<file path="src/hw/rtl/are_pkg.sv">
package are_pkg;

   localparam logic [1:0] ACT_LOOKUP  = 2'd0;
   localparam logic [1:0] ACT_ARP     = 2'd1;
   localparam logic [1:0] ACT_RESOLVE = 2'd2;
   localparam logic [1:0] ACT_ADD     = 2'd3;

   localparam logic [15:0] OP_REQUEST = 16'd1;
   localparam logic [15:0] OP_REPLY   = 16'd2;

   localparam logic [2:0] KIND_NONE    = 3'd0;
   localparam logic [2:0] KIND_REPLY   = 3'd1;
   localparam logic [2:0] KIND_REQUEST = 3'd2;
   localparam logic [2:0] KIND_LOOKUP  = 3'd3;
   localparam logic [2:0] KIND_DROP    = 3'd4;

   localparam logic [2:0] REG_ACTIVE = 3'd0;
   localparam logic [2:0] REG_IP0    = 3'd1;
   localparam logic [2:0] REG_MAC0   = 3'd2;
   localparam logic [2:0] REG_IP1    = 3'd3;
   localparam logic [2:0] REG_MAC1   = 3'd4;

   localparam logic [47:0] MAC_BCAST = 48'hFFFF_FFFF_FFFF;
   localparam logic [5:0]  PFX_EXACT = 6'd1;
   localparam logic [5:0]  PFX_FULL  = 6'd32;

   typedef struct packed {
      logic [1:0]  action;
      logic [15:0] arp_op;
      logic [31:0] sender_ip;
      logic [47:0] sender_mac;
      logic [31:0] target_ip;
      logic        iface;
      logic [5:0]  prefix_len;
   } item_type;

   // classified command passed from front to back
   typedef struct packed {
      item_type    item;
      logic        drop;
   } cmd_type;

   typedef struct packed {
      logic [2:0]  kind;
      logic        hit;
      logic [47:0] out_mac;
      logic [31:0] out_target_ip;
      logic        out_iface;
      logic [31:0] out_sender_ip;
      logic [47:0] out_sender_mac;
      logic        learned;
      logic        table_full;
      logic        pending_full;
      logic        pending_cleared;
   } result_type;

   function automatic logic [31:0] prefix_mask(input logic [5:0] p);
      logic [31:0] m;
      if (p == 6'd0) begin
         m = 32'd0;
      end else if (p >= PFX_FULL) begin
         m = '1;
      end else begin
         m = 32'hFFFF_FFFF << (6'd32 - p);
      end
      return m;
   endfunction

endpackage

</file>
<file path="src/hw/rtl/are_front.sv">
module are_front
   import are_pkg::*;
#(
   parameter int NUM_IFACES = 2
) (
   input  logic        clock,
   input  logic        reset,
   input  logic        in_valid,
   output logic        in_ready,
   input  item_type    in_item,
   input  logic [1:0]  active_ifaces,
   input  logic [31:0] ip0,
   input  logic [31:0] ip1,
   output logic        q_valid,
   input  logic        q_ready,
   output cmd_type     q_cmd
);

   logic [1:0]  n_act;
   logic        to_me;
   logic        drop;
   cmd_type     slot_ff [2];
   cmd_type     slot_in;
   logic        wptr_ff, wptr_in, rptr_ff, rptr_in;
   logic [1:0]  cnt_ff, cnt_in;
   logic        push, pop;

   always_comb begin
      n_act = (active_ifaces > 2'(NUM_IFACES)) ? 2'(NUM_IFACES) : active_ifaces;
      to_me = ((n_act >= 2'd1) && (in_item.target_ip == ip0)) ||
              ((n_act >= 2'd2) && (in_item.target_ip == ip1));
      drop  = !to_me || ((in_item.arp_op != OP_REQUEST) &&
                         (in_item.arp_op != OP_REPLY));
      slot_in.item = in_item;
      slot_in.drop = (in_item.action == ACT_ARP) && drop;
   end

   // two entry queue
   assign in_ready = (cnt_ff != 2'd2);
   assign push     = in_valid && in_ready;
   assign q_valid  = (cnt_ff != 2'd0);
   assign pop      = q_valid && q_ready;
   assign q_cmd    = slot_ff[rptr_ff];
   assign wptr_in  = wptr_ff ^ push;
   assign rptr_in  = rptr_ff ^ pop;
   assign cnt_in   = cnt_ff + 2'(push) - 2'(pop);

   always_ff @(posedge clock) begin
      if (reset) begin
         wptr_ff <= 1'b0;
         rptr_ff <= 1'b0;
         cnt_ff  <= 2'd0;
      end else begin
         wptr_ff <= wptr_in;
         rptr_ff <= rptr_in;
         cnt_ff  <= cnt_in;
      end
      if (push) begin
         slot_ff[wptr_ff] <= slot_in;
      end
   end

endmodule

</file>
<file path="src/hw/rtl/are_back.sv">
module are_back
   import are_pkg::*;
#(
   parameter int TABLE_DEPTH   = 16,
   parameter int PENDING_DEPTH = 8
) (
   input  logic        clock,
   input  logic        reset,
   input  logic        q_valid,
   output logic        q_ready,
   input  cmd_type     q_cmd,
   input  logic [31:0] ip0,
   input  logic [47:0] mac0,
   input  logic [31:0] ip1,
   input  logic [47:0] mac1,
   output logic        out_valid,
   input  logic        out_ready,
   output result_type  out_res
);

   localparam int TW = (TABLE_DEPTH > 1) ? $clog2(TABLE_DEPTH) : 1;
   localparam int CW = $clog2(TABLE_DEPTH + 1);
   localparam int PW = (PENDING_DEPTH > 1) ? $clog2(PENDING_DEPTH) : 1;
   localparam int PCW = $clog2(PENDING_DEPTH + 1);

   localparam logic [2:0] ST_IDLE = 3'd0;
   localparam logic [2:0] ST_TSCAN = 3'd1;
   localparam logic [2:0] ST_PSCAN = 3'd3;
   localparam logic [2:0] ST_FIN  = 3'd4;

   logic [31:0] tip_mem  [TABLE_DEPTH];
   logic [47:0] tmac_mem [TABLE_DEPTH];
   logic [5:0]  tpfx_mem [TABLE_DEPTH];
   logic [31:0] pip_ff   [PENDING_DEPTH];
   logic        pifc_ff  [PENDING_DEPTH];
   logic [PENDING_DEPTH-1:0] pval_ff;

   logic [2:0]    st_ff;
   item_type      it_ff;
   logic [CW-1:0] cnt_ff;
   logic [CW-1:0] idx_ff;
   logic [PCW-1:0] pidx_ff;
   logic          rd_ok_ff;
   logic [31:0]   rd_ip_ff;
   logic [47:0]   rd_mac_ff;
   logic [5:0]    rd_pfx_ff;
   logic          found_ff, exact_ff;
   logic [5:0]    best_ff;
   logic [47:0]   fmac_ff;
   logic          pmatch_ff, pfree_ok_ff, pclr_ok_ff;
   logic [PW-1:0] pslot_ff, pclr_ff;
   result_type    res_ff;
   logic          ov_ff;

   logic [31:0] key, m;
   logic        tmatch;
   logic        tfull;

   assign q_ready   = (st_ff == ST_IDLE) && !ov_ff;
   assign out_valid = ov_ff;
   assign out_res   = res_ff;
   assign key   = (it_ff.action == ACT_ARP) ? it_ff.sender_ip : it_ff.target_ip;
   assign m     = prefix_mask(rd_pfx_ff);
   assign tmatch = (key & m) == (rd_ip_ff & m);
   assign tfull = (cnt_ff >= CW'(TABLE_DEPTH));

   always_ff @(posedge clock) begin
      result_type r;
      logic [5:0] pf;
      r = '0;
      pf = 6'd0;
      if (reset) begin
         st_ff   <= ST_IDLE;
         ov_ff   <= 1'b0;
         cnt_ff  <= '0;
         pval_ff <= '0;
         rd_ok_ff <= 1'b0;
      end else begin
         if (ov_ff && out_ready) ov_ff <= 1'b0;
         case (st_ff)
            ST_IDLE: begin
               if (q_valid && !ov_ff) begin
                  it_ff    <= q_cmd.item;
                  idx_ff   <= '0;
                  pidx_ff  <= '0;
                  found_ff <= 1'b0;
                  exact_ff <= 1'b0;
                  best_ff  <= 6'd0;
                  fmac_ff  <= '0;
                  pmatch_ff <= 1'b0;
                  pfree_ok_ff <= 1'b0;
                  pclr_ok_ff <= 1'b0;
                  rd_ok_ff <= 1'b0;
                  if (q_cmd.drop) begin
                     r.kind = KIND_DROP;
                     res_ff <= r;
                     ov_ff  <= 1'b1;
                  end else if (q_cmd.item.action == ACT_RESOLVE) begin
                     st_ff <= ST_PSCAN;
                  end else if (q_cmd.item.action == ACT_ADD) begin
                     st_ff <= ST_FIN;
                  end else begin
                     st_ff <= ST_TSCAN;
                  end
               end
            end
            ST_TSCAN: begin
               // read issue one entry a cycle, compare registered data
               if (rd_ok_ff && !exact_ff) begin
                  if (rd_pfx_ff == PFX_EXACT) begin
                     if (rd_ip_ff == key) begin
                        exact_ff <= 1'b1;
                        found_ff <= 1'b1;
                        fmac_ff  <= rd_mac_ff;
                     end
                  end else if (tmatch && rd_pfx_ff > best_ff) begin
                     best_ff  <= rd_pfx_ff;
                     found_ff <= 1'b1;
                     fmac_ff  <= rd_mac_ff;
                  end
               end
               if (idx_ff < cnt_ff) begin
                  rd_ip_ff  <= tip_mem[idx_ff[TW-1:0]];
                  rd_mac_ff <= tmac_mem[idx_ff[TW-1:0]];
                  rd_pfx_ff <= tpfx_mem[idx_ff[TW-1:0]];
                  rd_ok_ff  <= 1'b1;
                  idx_ff    <= idx_ff + 1'b1;
               end else begin
                  rd_ok_ff <= 1'b0;
                  if (!rd_ok_ff) begin
                     st_ff <= (it_ff.action == ACT_ARP &&
                               it_ff.arp_op == OP_REPLY) ? ST_PSCAN : ST_FIN;
                  end
               end
            end
            ST_PSCAN: begin
               if (pidx_ff < PCW'(PENDING_DEPTH)) begin
                  if (pval_ff[pidx_ff[PW-1:0]]) begin
                     if (pip_ff[pidx_ff[PW-1:0]] == key) begin
                        pmatch_ff <= 1'b1;
                        if (!pclr_ok_ff) begin
                           pclr_ok_ff <= 1'b1;
                           pclr_ff    <= pidx_ff[PW-1:0];
                        end
                     end
                  end else if (!pfree_ok_ff) begin
                     pfree_ok_ff <= 1'b1;
                     pslot_ff    <= pidx_ff[PW-1:0];
                  end
                  pidx_ff <= pidx_ff + 1'b1;
               end else begin
                  st_ff <= ST_FIN;
               end
            end
            ST_FIN: begin
               case (it_ff.action)
                  ACT_LOOKUP: begin
                     r.kind = KIND_LOOKUP;
                     r.hit  = found_ff;
                     r.out_mac = found_ff ? fmac_ff : '0;
                  end
                  ACT_ARP: begin
                     if (!found_ff) begin
                        if (!tfull) begin
                           tip_mem[cnt_ff[TW-1:0]]  <= it_ff.sender_ip;
                           tmac_mem[cnt_ff[TW-1:0]] <= it_ff.sender_mac;
                           tpfx_mem[cnt_ff[TW-1:0]] <= PFX_FULL;
                           cnt_ff <= cnt_ff + 1'b1;
                           r.learned = 1'b1;
                        end else begin
                           r.table_full = 1'b1;
                        end
                     end
                     if (it_ff.arp_op == OP_REQUEST) begin
                        r.kind = KIND_REPLY;
                        r.out_mac = it_ff.sender_mac;
                        r.out_target_ip = it_ff.sender_ip;
                        r.out_iface = it_ff.iface;
                        r.out_sender_ip = it_ff.iface ? ip1 : ip0;
                        r.out_sender_mac = it_ff.iface ? mac1 : mac0;
                     end else if (pclr_ok_ff) begin
                        pval_ff[pclr_ff] <= 1'b0;
                        r.pending_cleared = 1'b1;
                     end
                  end
                  ACT_RESOLVE: begin
                     if (pmatch_ff) begin
                        r.kind = KIND_NONE;
                     end else if (!pfree_ok_ff) begin
                        r.kind = KIND_DROP;
                        r.pending_full = 1'b1;
                     end else begin
                        pval_ff[pslot_ff]  <= 1'b1;
                        pip_ff[pslot_ff]   <= it_ff.target_ip;
                        pifc_ff[pslot_ff]  <= it_ff.iface;
                        r.kind = KIND_REQUEST;
                        r.out_mac = MAC_BCAST;
                        r.out_target_ip = it_ff.target_ip;
                        r.out_iface = it_ff.iface;
                        r.out_sender_ip = it_ff.iface ? ip1 : ip0;
                        r.out_sender_mac = it_ff.iface ? mac1 : mac0;
                     end
                  end
                  default: begin
                     pf = (it_ff.prefix_len > PFX_FULL) ? PFX_FULL : it_ff.prefix_len;
                     if (!tfull) begin
                        tip_mem[cnt_ff[TW-1:0]]  <= it_ff.target_ip;
                        tmac_mem[cnt_ff[TW-1:0]] <= it_ff.sender_mac;
                        tpfx_mem[cnt_ff[TW-1:0]] <= pf;
                        cnt_ff <= cnt_ff + 1'b1;
                        r.learned = 1'b1;
                     end else begin
                        r.kind = KIND_DROP;
                        r.table_full = 1'b1;
                     end
                  end
               endcase
               res_ff <= r;
               ov_ff  <= 1'b1;
               st_ff  <= ST_IDLE;
            end
            default: st_ff <= ST_IDLE;
         endcase
      end
   end

endmodule

</file>
<file path="src/hw/rtl/arp_resolver_engine.sv">
// arp resolver engine: neighbor table lookups, arp request/reply handling,
// resolves and static adds.
// req_ channel: one beat per action; rsp_ channel: exactly one beat per
// action, in order. csr_ is an apb-style port for the interface addresses
// and the active interface count; the user must see that it is written
// only while the engine is idle, as the engine does not enforce this.
// the front stage checks whether a packet is addressed to us and holds a
// request or reply opcode, and pushes the beat into a two entry queue; the
// back stage runs one action at a time. a lookup or received packet scans
// the table one entry a cycle, a reply then scans the pending list one slot
// a cycle, a resolve scans only the pending list, an add goes straight to
// the finish state and a dropped packet is answered without a scan.
// reset empties the table and the pending list and the queue.
// when rsp_tready is low the result is held and the back stage waits;
// the front keeps taking up to two beats meanwhile.
module arp_resolver_engine
   import are_pkg::*;
#(
   parameter int TABLE_DEPTH   = 16,
   parameter int PENDING_DEPTH = 8,
   parameter int NUM_IFACES    = 2
) (
   input  logic         clock,
   input  logic         reset,
   input  logic         req_tvalid,
   output logic         req_tready,
   // action, arp_op, sender_ip, sender_mac, target_ip, iface, prefix_len
   input  logic [143:0] req_tdata,
   output logic         rsp_tvalid,
   input  logic         rsp_tready,
   // kind, hit, out_mac, out_target_ip, out_iface, out_sender_ip,
   // out_sender_mac, learned, table_full, pending_full, pending_cleared
   output logic [175:0] rsp_tdata,
   input  logic         csr_psel,
   input  logic         csr_penable,
   input  logic         csr_pwrite,
   input  logic [5:0]   csr_paddr,
   input  logic [63:0]  csr_pwdata,
   output logic [63:0]  csr_prdata,
   output logic         csr_pready
);

   logic [1:0]  active_ff;
   logic [31:0] ip0_ff, ip1_ff;
   logic [47:0] mac0_ff, mac1_ff;
   logic [2:0]  reg_idx;
   item_type    item;
   logic        q_valid, q_ready;
   cmd_type     q_cmd;
   result_type  res;

   assign csr_pready = 1'b1;
   assign reg_idx = csr_paddr[5:3];

   always_comb begin
      item.action     = req_tdata[1:0];
      item.arp_op     = req_tdata[17:2];
      item.sender_ip  = req_tdata[49:18];
      item.sender_mac = req_tdata[97:50];
      item.target_ip  = req_tdata[129:98];
      item.iface      = req_tdata[130];
      item.prefix_len = req_tdata[136:131];
   end

   always_ff @(posedge clock) begin
      if (reset) begin
         active_ff <= 2'd1;
         ip0_ff    <= '0;
         ip1_ff    <= '0;
         mac0_ff   <= '0;
         mac1_ff   <= '0;
      end else if (csr_psel && csr_penable && csr_pwrite && csr_pready) begin
         case (reg_idx)
            REG_ACTIVE: active_ff <= csr_pwdata[1:0];
            REG_IP0:    ip0_ff    <= csr_pwdata[31:0];
            REG_MAC0:   mac0_ff   <= csr_pwdata[47:0];
            REG_IP1:    ip1_ff    <= csr_pwdata[31:0];
            REG_MAC1:   mac1_ff   <= csr_pwdata[47:0];
            default: begin
            end
         endcase
      end
   end

   always_comb begin
      case (reg_idx)
         REG_ACTIVE: csr_prdata = {62'd0, active_ff};
         REG_IP0:    csr_prdata = {32'd0, ip0_ff};
         REG_MAC0:   csr_prdata = {16'd0, mac0_ff};
         REG_IP1:    csr_prdata = {32'd0, ip1_ff};
         REG_MAC1:   csr_prdata = {16'd0, mac1_ff};
         default:    csr_prdata = 64'd0;
      endcase
   end

   are_front #(.NUM_IFACES(NUM_IFACES)) u_front (
      .clock(clock), .reset(reset),
      .in_valid(req_tvalid), .in_ready(req_tready), .in_item(item),
      .active_ifaces(active_ff), .ip0(ip0_ff), .ip1(ip1_ff),
      .q_valid(q_valid), .q_ready(q_ready), .q_cmd(q_cmd)
   );

   are_back #(.TABLE_DEPTH(TABLE_DEPTH), .PENDING_DEPTH(PENDING_DEPTH)) u_back (
      .clock(clock), .reset(reset),
      .q_valid(q_valid), .q_ready(q_ready), .q_cmd(q_cmd),
      .ip0(ip0_ff), .mac0(mac0_ff), .ip1(ip1_ff), .mac1(mac1_ff),
      .out_valid(rsp_tvalid), .out_ready(rsp_tready), .out_res(res)
   );

   assign rsp_tdata = {7'd0, res.pending_cleared, res.pending_full, res.table_full,
                       res.learned, res.out_sender_mac, res.out_sender_ip,
                       res.out_iface, res.out_target_ip, res.out_mac, res.hit,
                       res.kind};

endmodule

</file>
<file path="config.mk">
export PLATFORM = sky130hd
export DESIGN_NAME = arp_resolver_engine
export DESIGN_NICKNAME = d
export VERILOG_FILES = /design/src/hw/rtl/are_pkg.sv /design/src/hw/rtl/are_front.sv /design/src/hw/rtl/are_back.sv /design/src/hw/rtl/arp_resolver_engine.sv
export SDC_FILE = /design/constraint.sdc
export NUM_CORES = 2
export LEC_CHECK = 0
export BUFFER_PORTS_ARGS = -buffer_cell sky130_fd_sc_hd__buf_2
export CORE_MARGIN = 1.5
export CORE_UTILIZATION = 55
export DETAILED_ROUTE_END_ITERATION = 7
export PLACE_DENSITY = 0.75
export SKIP_CTS_REPAIR_TIMING = 1
export SLEW_MARGIN = 20
export SYNTH_ARGS = -nofsm -noshare
export SYNTH_HDL_FRONTEND = slang
export SYNTH_HIERARCHICAL = 1
export SYNTH_SLANG_ARGS = --single-unit
</file>
<file path="constraint.sdc">
create_clock -name clock -period 9.1 [get_ports clock]
set_input_delay 1.82 -clock clock [delete_from_list [all_inputs] [get_ports clock]]
set_output_delay 1.82 -clock clock [all_outputs]
set_load 0.02 [all_outputs]
</file>
Word-level counts from Yosys, hierarchy flattened
Memory sizes are Yosys's and may differ from the RTL's. A register that Yosys moved wholly into a read port is not among the register bits. Cells that the tools add are included.

Flip-flop bits (word level): 563. Bits in latches: 0. Bits in writable memories: 1908. ROM bits: 0. Input bits: 221. Memories kept: 5.

Add/subtract/negate cells: 6. $mul: 0. Divide/modulo/power cells: 0. Magnitude comparators: 14. Equal/unequal tests: 46. Shifts and indexed selects: 1. Mux-type cells: 117. Bitwise operators: 15. Reduce and logical (&&, ||, !) cells: 53.

Memories: u_back.tmac_mem (depth 16, bits a word 48, read ports 1, clocked after Yosys merged registers in 1, wr ports 1, line are_back.sv:32) `logic [47:0] tmac_mem [TABLE_DEPTH];`; u_back.tip_mem (depth 16, bits a word 32, read ports 1, clocked after Yosys merged registers in 1, wr ports 1, line are_back.sv:31) `logic [31:0] tip_mem [TABLE_DEPTH];`; u_front.slot_ff (depth 2, bits a word 138, read ports 1, clocked after Yosys merged registers in 1, wr ports 1, line are_front.sv:22) `cmd_type slot_ff [2];`; u_back.pip_ff (depth 8, bits a word 32, read ports 1, clocked after Yosys merged registers in 1, wr ports 1, line are_back.sv:34) `logic [31:0] pip_ff [PENDING_DEPTH];`; u_back.tpfx_mem (depth 16, bits a word 6, read ports 1, clocked after Yosys merged registers in 1, wr ports 1, line are_back.sv:33) `logic [5:0] tpfx_mem [TABLE_DEPTH];`.

Operators with widths (number): 161-bit two-way mux (3); 48-bit two-way mux (8); 169-bit two-way mux (2); 169-bit one-hot mux with 2 select lines (1); 48-bit one-hot mux with 5 select lines (1); 113-bit one-hot mux with 2 select lines (1); 32-bit equality test (5); 32-bit two-way mux (5); 48-bit one-hot mux with 3 select lines (1); 48-bit one-hot mux with 2 select lines (1); 32-bit bitwise AND (2); 1-bit two-way mux (47); 3-bit two-way mux (12); 6-bit two-way mux (6); 6-bit AND reduction (6); 8-bit two-way mux (4); 32-bit by 6-bit left shift with 32-bit output, first input constant (1); 2-bit != test, second input constant (12); 5-bit two-way mux (4); 2-bit by 1-bit != test with 1-bit output, second input constant (10); 5-bit one-hot mux with 2 select lines (2); 3-bit one-hot mux with 3 select lines (2); 16-bit by 1-bit equality test with 1-bit output, second input constant (1); 16-bit by 2-bit equality test with 1-bit output, second input constant (1); 54 further kinds (114).

Longest topological paths before layout
Depth after elaboration: 11. Mapped depth: 11.

Hierarchy
Netlist, hierarchy kept.

Modules (own cells, without submodules): are_back (times used 1, cells an instance 3744, area an instance 81670.8 um^2, seq. area each 63390.8 um^2); are_front (times used 1, cells an instance 547, area an instance 10880.4 um^2, seq. area each 8368.0 um^2); arp_resolver_engine (times used 1, cells an instance 878, area an instance 7890.1 um^2, seq. area each 3243.1 um^2).

Least setup slack after synthesis
OpenSTA, ideal clock, no wires.

Path kind: input -> register. Start point: input port reset. End point: memory u_back.tip_mem[0][0], enable pin. Setup time: 0.636 ns. Data arrival time: 8.153 ns. Required time: 8.464 ns. Path slack: 0.312 ns. Stages on the path: 4. Path buffers: 0. Cells stage by stage: nor3_1 > o21a_1 > nand2_1 > nor3_1.

Word-level cells in the longest chain between the ends: 3.

Ends and longest elaborated chain: from (decl) (line arp_resolver_engine.sv:24) `input logic reset,`; 1-bit two-way mux (line are_back.sv:72) `if (reset) begin`; 1-bit two-way mux, on equally long branches (line are_back.sv:165, are_back.sv:207); 1-bit bitwise OR (no source line) (*); to (decl) (line are_back.sv:31).

Every way passes the cells marked *; elsewhere a longest branch is shown, timed or not.

Final worst setup path
Start point: input port csr_paddr[4]. End point: output port csr_prdata[26].

Word-level cells in the longest chain between the ends: 2.

Ends and longest elaborated chain: from (decl) (line arp_resolver_engine.sv:37) `input logic [5:0] csr_paddr,`; 3-bit equality test, or another cell as far along (line arp_resolver_engine.sv:86) `case (reg_idx)`; 48-bit one-hot mux with 5 select lines (*) (line arp_resolver_engine.sv:86); to (decl) (line arp_resolver_engine.sv:39) `output logic [63:0] csr_prdata,`.

Marked as above.

==> flow_summary.ini <==
[run_status]
status = completed

[grt]
grt_overflow_total = 0
grt_pass1_vias = 53400
grt_pass1_wl_um = 357000
track_usage = 0.266
antenna_found_initial = 28
grt_max_degree = 143

[sta]
final.min_clock_period_ps = 6220
maxSlewViolCount = 0
finalSetupViolCount = 0
whs_ps = 492
max_freq_mhz = 161
fin_setup_tns_ps = 0
fin_worst_skew_ps = 77.9
worst_slew_pin_slew_ps = 1150
rsz0062_at_grt = no
min_period_over_period = 0.684
finalHoldViolCount = 0
max_slew_margin = 0.233

[logic_synthesis]
ys_seq_area_frac = 0.747
yosys_warnings = 6
syn_inst = 5169
netlist_area_sq_mm = 0.100
synth_edf_count = 2373
ys_ff_latch = 2560
synth_cell_type_count = 66
async_reset_ff_frac = 0
synth_ff_type = edfxtp_1
avgSynthCellArea_sq_um = 19.4

[worst_setup_path]
critical_path_class = primary input to primary output
required_ps = 7280
worstPathMaxFanout = 30
slowest_delay_ps = 750
start_kind = primary input
crit_path_end_kind = primary output
worst_path_most_repeated_cell = buf_2
crit_path_cell_trace = buf_2, buf_4, nor2b_4, a22oi_1, o21ai_0, buf_2
worst_path_max_delay_cell = nor2b_4
critPathArrivalTime_ps = 4400

[finish]
area_delta_synth_final_pct = 13.2
post-route-util = 0.628
mostFrequentLayoutCells = 2373 x edfxtp_1, 484 x mux4_2, 412 x buf_2
final-instance-count-excl-fill = 8254
layout.nets = 5923
layout_commonest_cell = edfxtp_1
layout-drive-gt1-share = 0.279

[floorplan]
placementRows = 156
dieArea_sq_mm = 0.185
dieHeight_um = 430
fp.coreArea_sq_mm = 0.181
fp.dieW_um = 430
ios = 464
start_util = 0.555

[routing]
drt_iter0_drc = 6226
vias = 52400
drcViolationCount = 0
postRouteAntennaNets = 0
post_drt_via_cell_ratio = 6.35
wirelength_um = 247000
routedWlPerCell_um = 30.0
drtPass1Iterations = 8

[clock_network]
clk_pin_slew_worst_paths_ps = 50
clockBufferDepth = 4
clkSinkCount = 2560
clk-insertion-delay-late_ps = 920
cts_buffers = 274
cts_tree = done
htreeDepth = 5
cts-root-buf = clkbuf_16

[pwr]
p_leak_nw = 37.5
power_density_mw_per_mm2 = 287
totalPowerFinal_w = 0.0326
peakVddDrop_mv = 0.314

[place]
place_inst = 7765
dpl.hpwl_um = 136000
gp_congestion = 0.922
io_buffers = 413

[job]
maxCapViolations = 0

[worst_hold_path]
hp-class = flip-flop to flip-flop
==> metrics by stage <==
stage               area [sq um]  worst slack [ps]
finish                    114000              2880
CTS                       114000              3040
global route              114000              2910
floorplan                 101000               312
detailed placement        105000              3040
global placement          105000              3060
==> cells in the mapped netlist, types with 3 or more instances <==
cell,count,share of area
nand2_1,74,0.0028
o22ai_1,11,0.00069
nand2b_1,167,0.010
dfxtp_1,187,0.037
a22oi_1,83,0.0062
xnor2_1,86,0.0075
inv_1,31,0.0012
a221oi_1,53,0.0046
nor4_1,31,0.0019
mux2i_2,4,0.00055
nor2b_1,75,0.0047
o211ai_1,4,0.00030
o2111ai_1,4,0.00035
nor3_1,21,0.0010
or2_2,6,0.00037
mux4_2,484,0.11
o21ai_0,176,0.0088
a21oi_1,30,0.0015
xor2_1,54,0.0047
and2_1,62,0.0039
buf_1,42,0.0016
buf_2,38,0.0019
a21o_1,5,0.00037
and3_1,6,0.00037
o21ai_1,3,0.00015
ha_1,29,0.0036
a211oi_1,7,0.00052
edfxtp_1,2373,0.71
nor2_1,251,0.0094
mux2i_1,245,0.024
o21a_1,4,0.00030
nand3_1,15,0.00075
nand4_1,17,0.0011
nand3b_1,3,0.00022
o31ai_1,3,0.00022
or3_1,7,0.00044
buf_4,32,0.0024
buf_6,7,0.00078
mux2_2,214,0.024
o2bb2ai_1,3,0.00026
clkbuf_1,186,0.0070
==> routing by layer <==
layer / track usage / routed length (um) / up-vias
met5: 0 / 51 / -
met4: 0.104 / 9420 / 8
met3: 0.0498 / 21100 / 504
met2: 0.430 / 122000 / 2914
met1: 0.361 / 94500 / 27300
li1: - / - / 21700
==> state kept, by name (all words and copies together) (netlist names), 96 cells and up, named ones only <==
register / cells
u_back/tmac_mem: 768
u_back/tpfx_mem: 96
u_back/pip_ff: 256
u_back/out_res: 169
u_back/it_ff: 137
u_front/slot_ff: 276
u_back/tip_mem: 512
==> power by group <==
| group | total (W) | switching (W) | leakage, nW | internal [W] |
|---|---|---|---|---|
| Clock | 0.0106 | 0.00438 | 4.08 | 0.00617 |
| Combinational | 0.00636 | 0.00365 | 10.2 | 0.00271 |
| Sequential | 0.0157 | 0.000968 | 23.3 | 0.0147 |
| Total | 0.0326 | 0.00900 | 37.5 | 0.0236 |
==> logic make-up after synthesis <==
logic type      synth area share
other cells            0.0000748
xor+xnor                  0.0122
fa+ha+maj                0.00361
flops                      0.747
mux                        0.158
simple gates              0.0384
buf+inv                   0.0153
compound gates            0.0260
==> worst max-delay path: cells and delay by family <==
kind / cells / cell delay [ps]
AND/OR/NAND/NOR: 1 / 750
AO/OA/AOI/OAI: 2 / 820
buffers and inverters: 3 / 970
==> final timing paths <==
kind,from,to,slack [ps],cells after the start
max,csr_paddr[4],csr_prdata[26],2880,6
min,mac0_ff[6],mac0_ff[6],490,2
max reg2reg,u_back/it_ff[136],u_back/fmac_ff[12],4020,11
min reg2reg,mac0_ff[6],mac0_ff[6],490,2
==> cell type report <==
class | instances | area [sq um]
fill | 12200 | 67400
clock buffer | 345 | 7370
timing repair buffer | 514 | 2960
inverter | 32 | 120
tap | 2370 | 2970
clock inverter | 120 | 1000
antenna | 22 | 55.1
sequential | 2560 | 75000
multi-input combinational | 2291 | 24200
(Power assumes the default switching activity.)
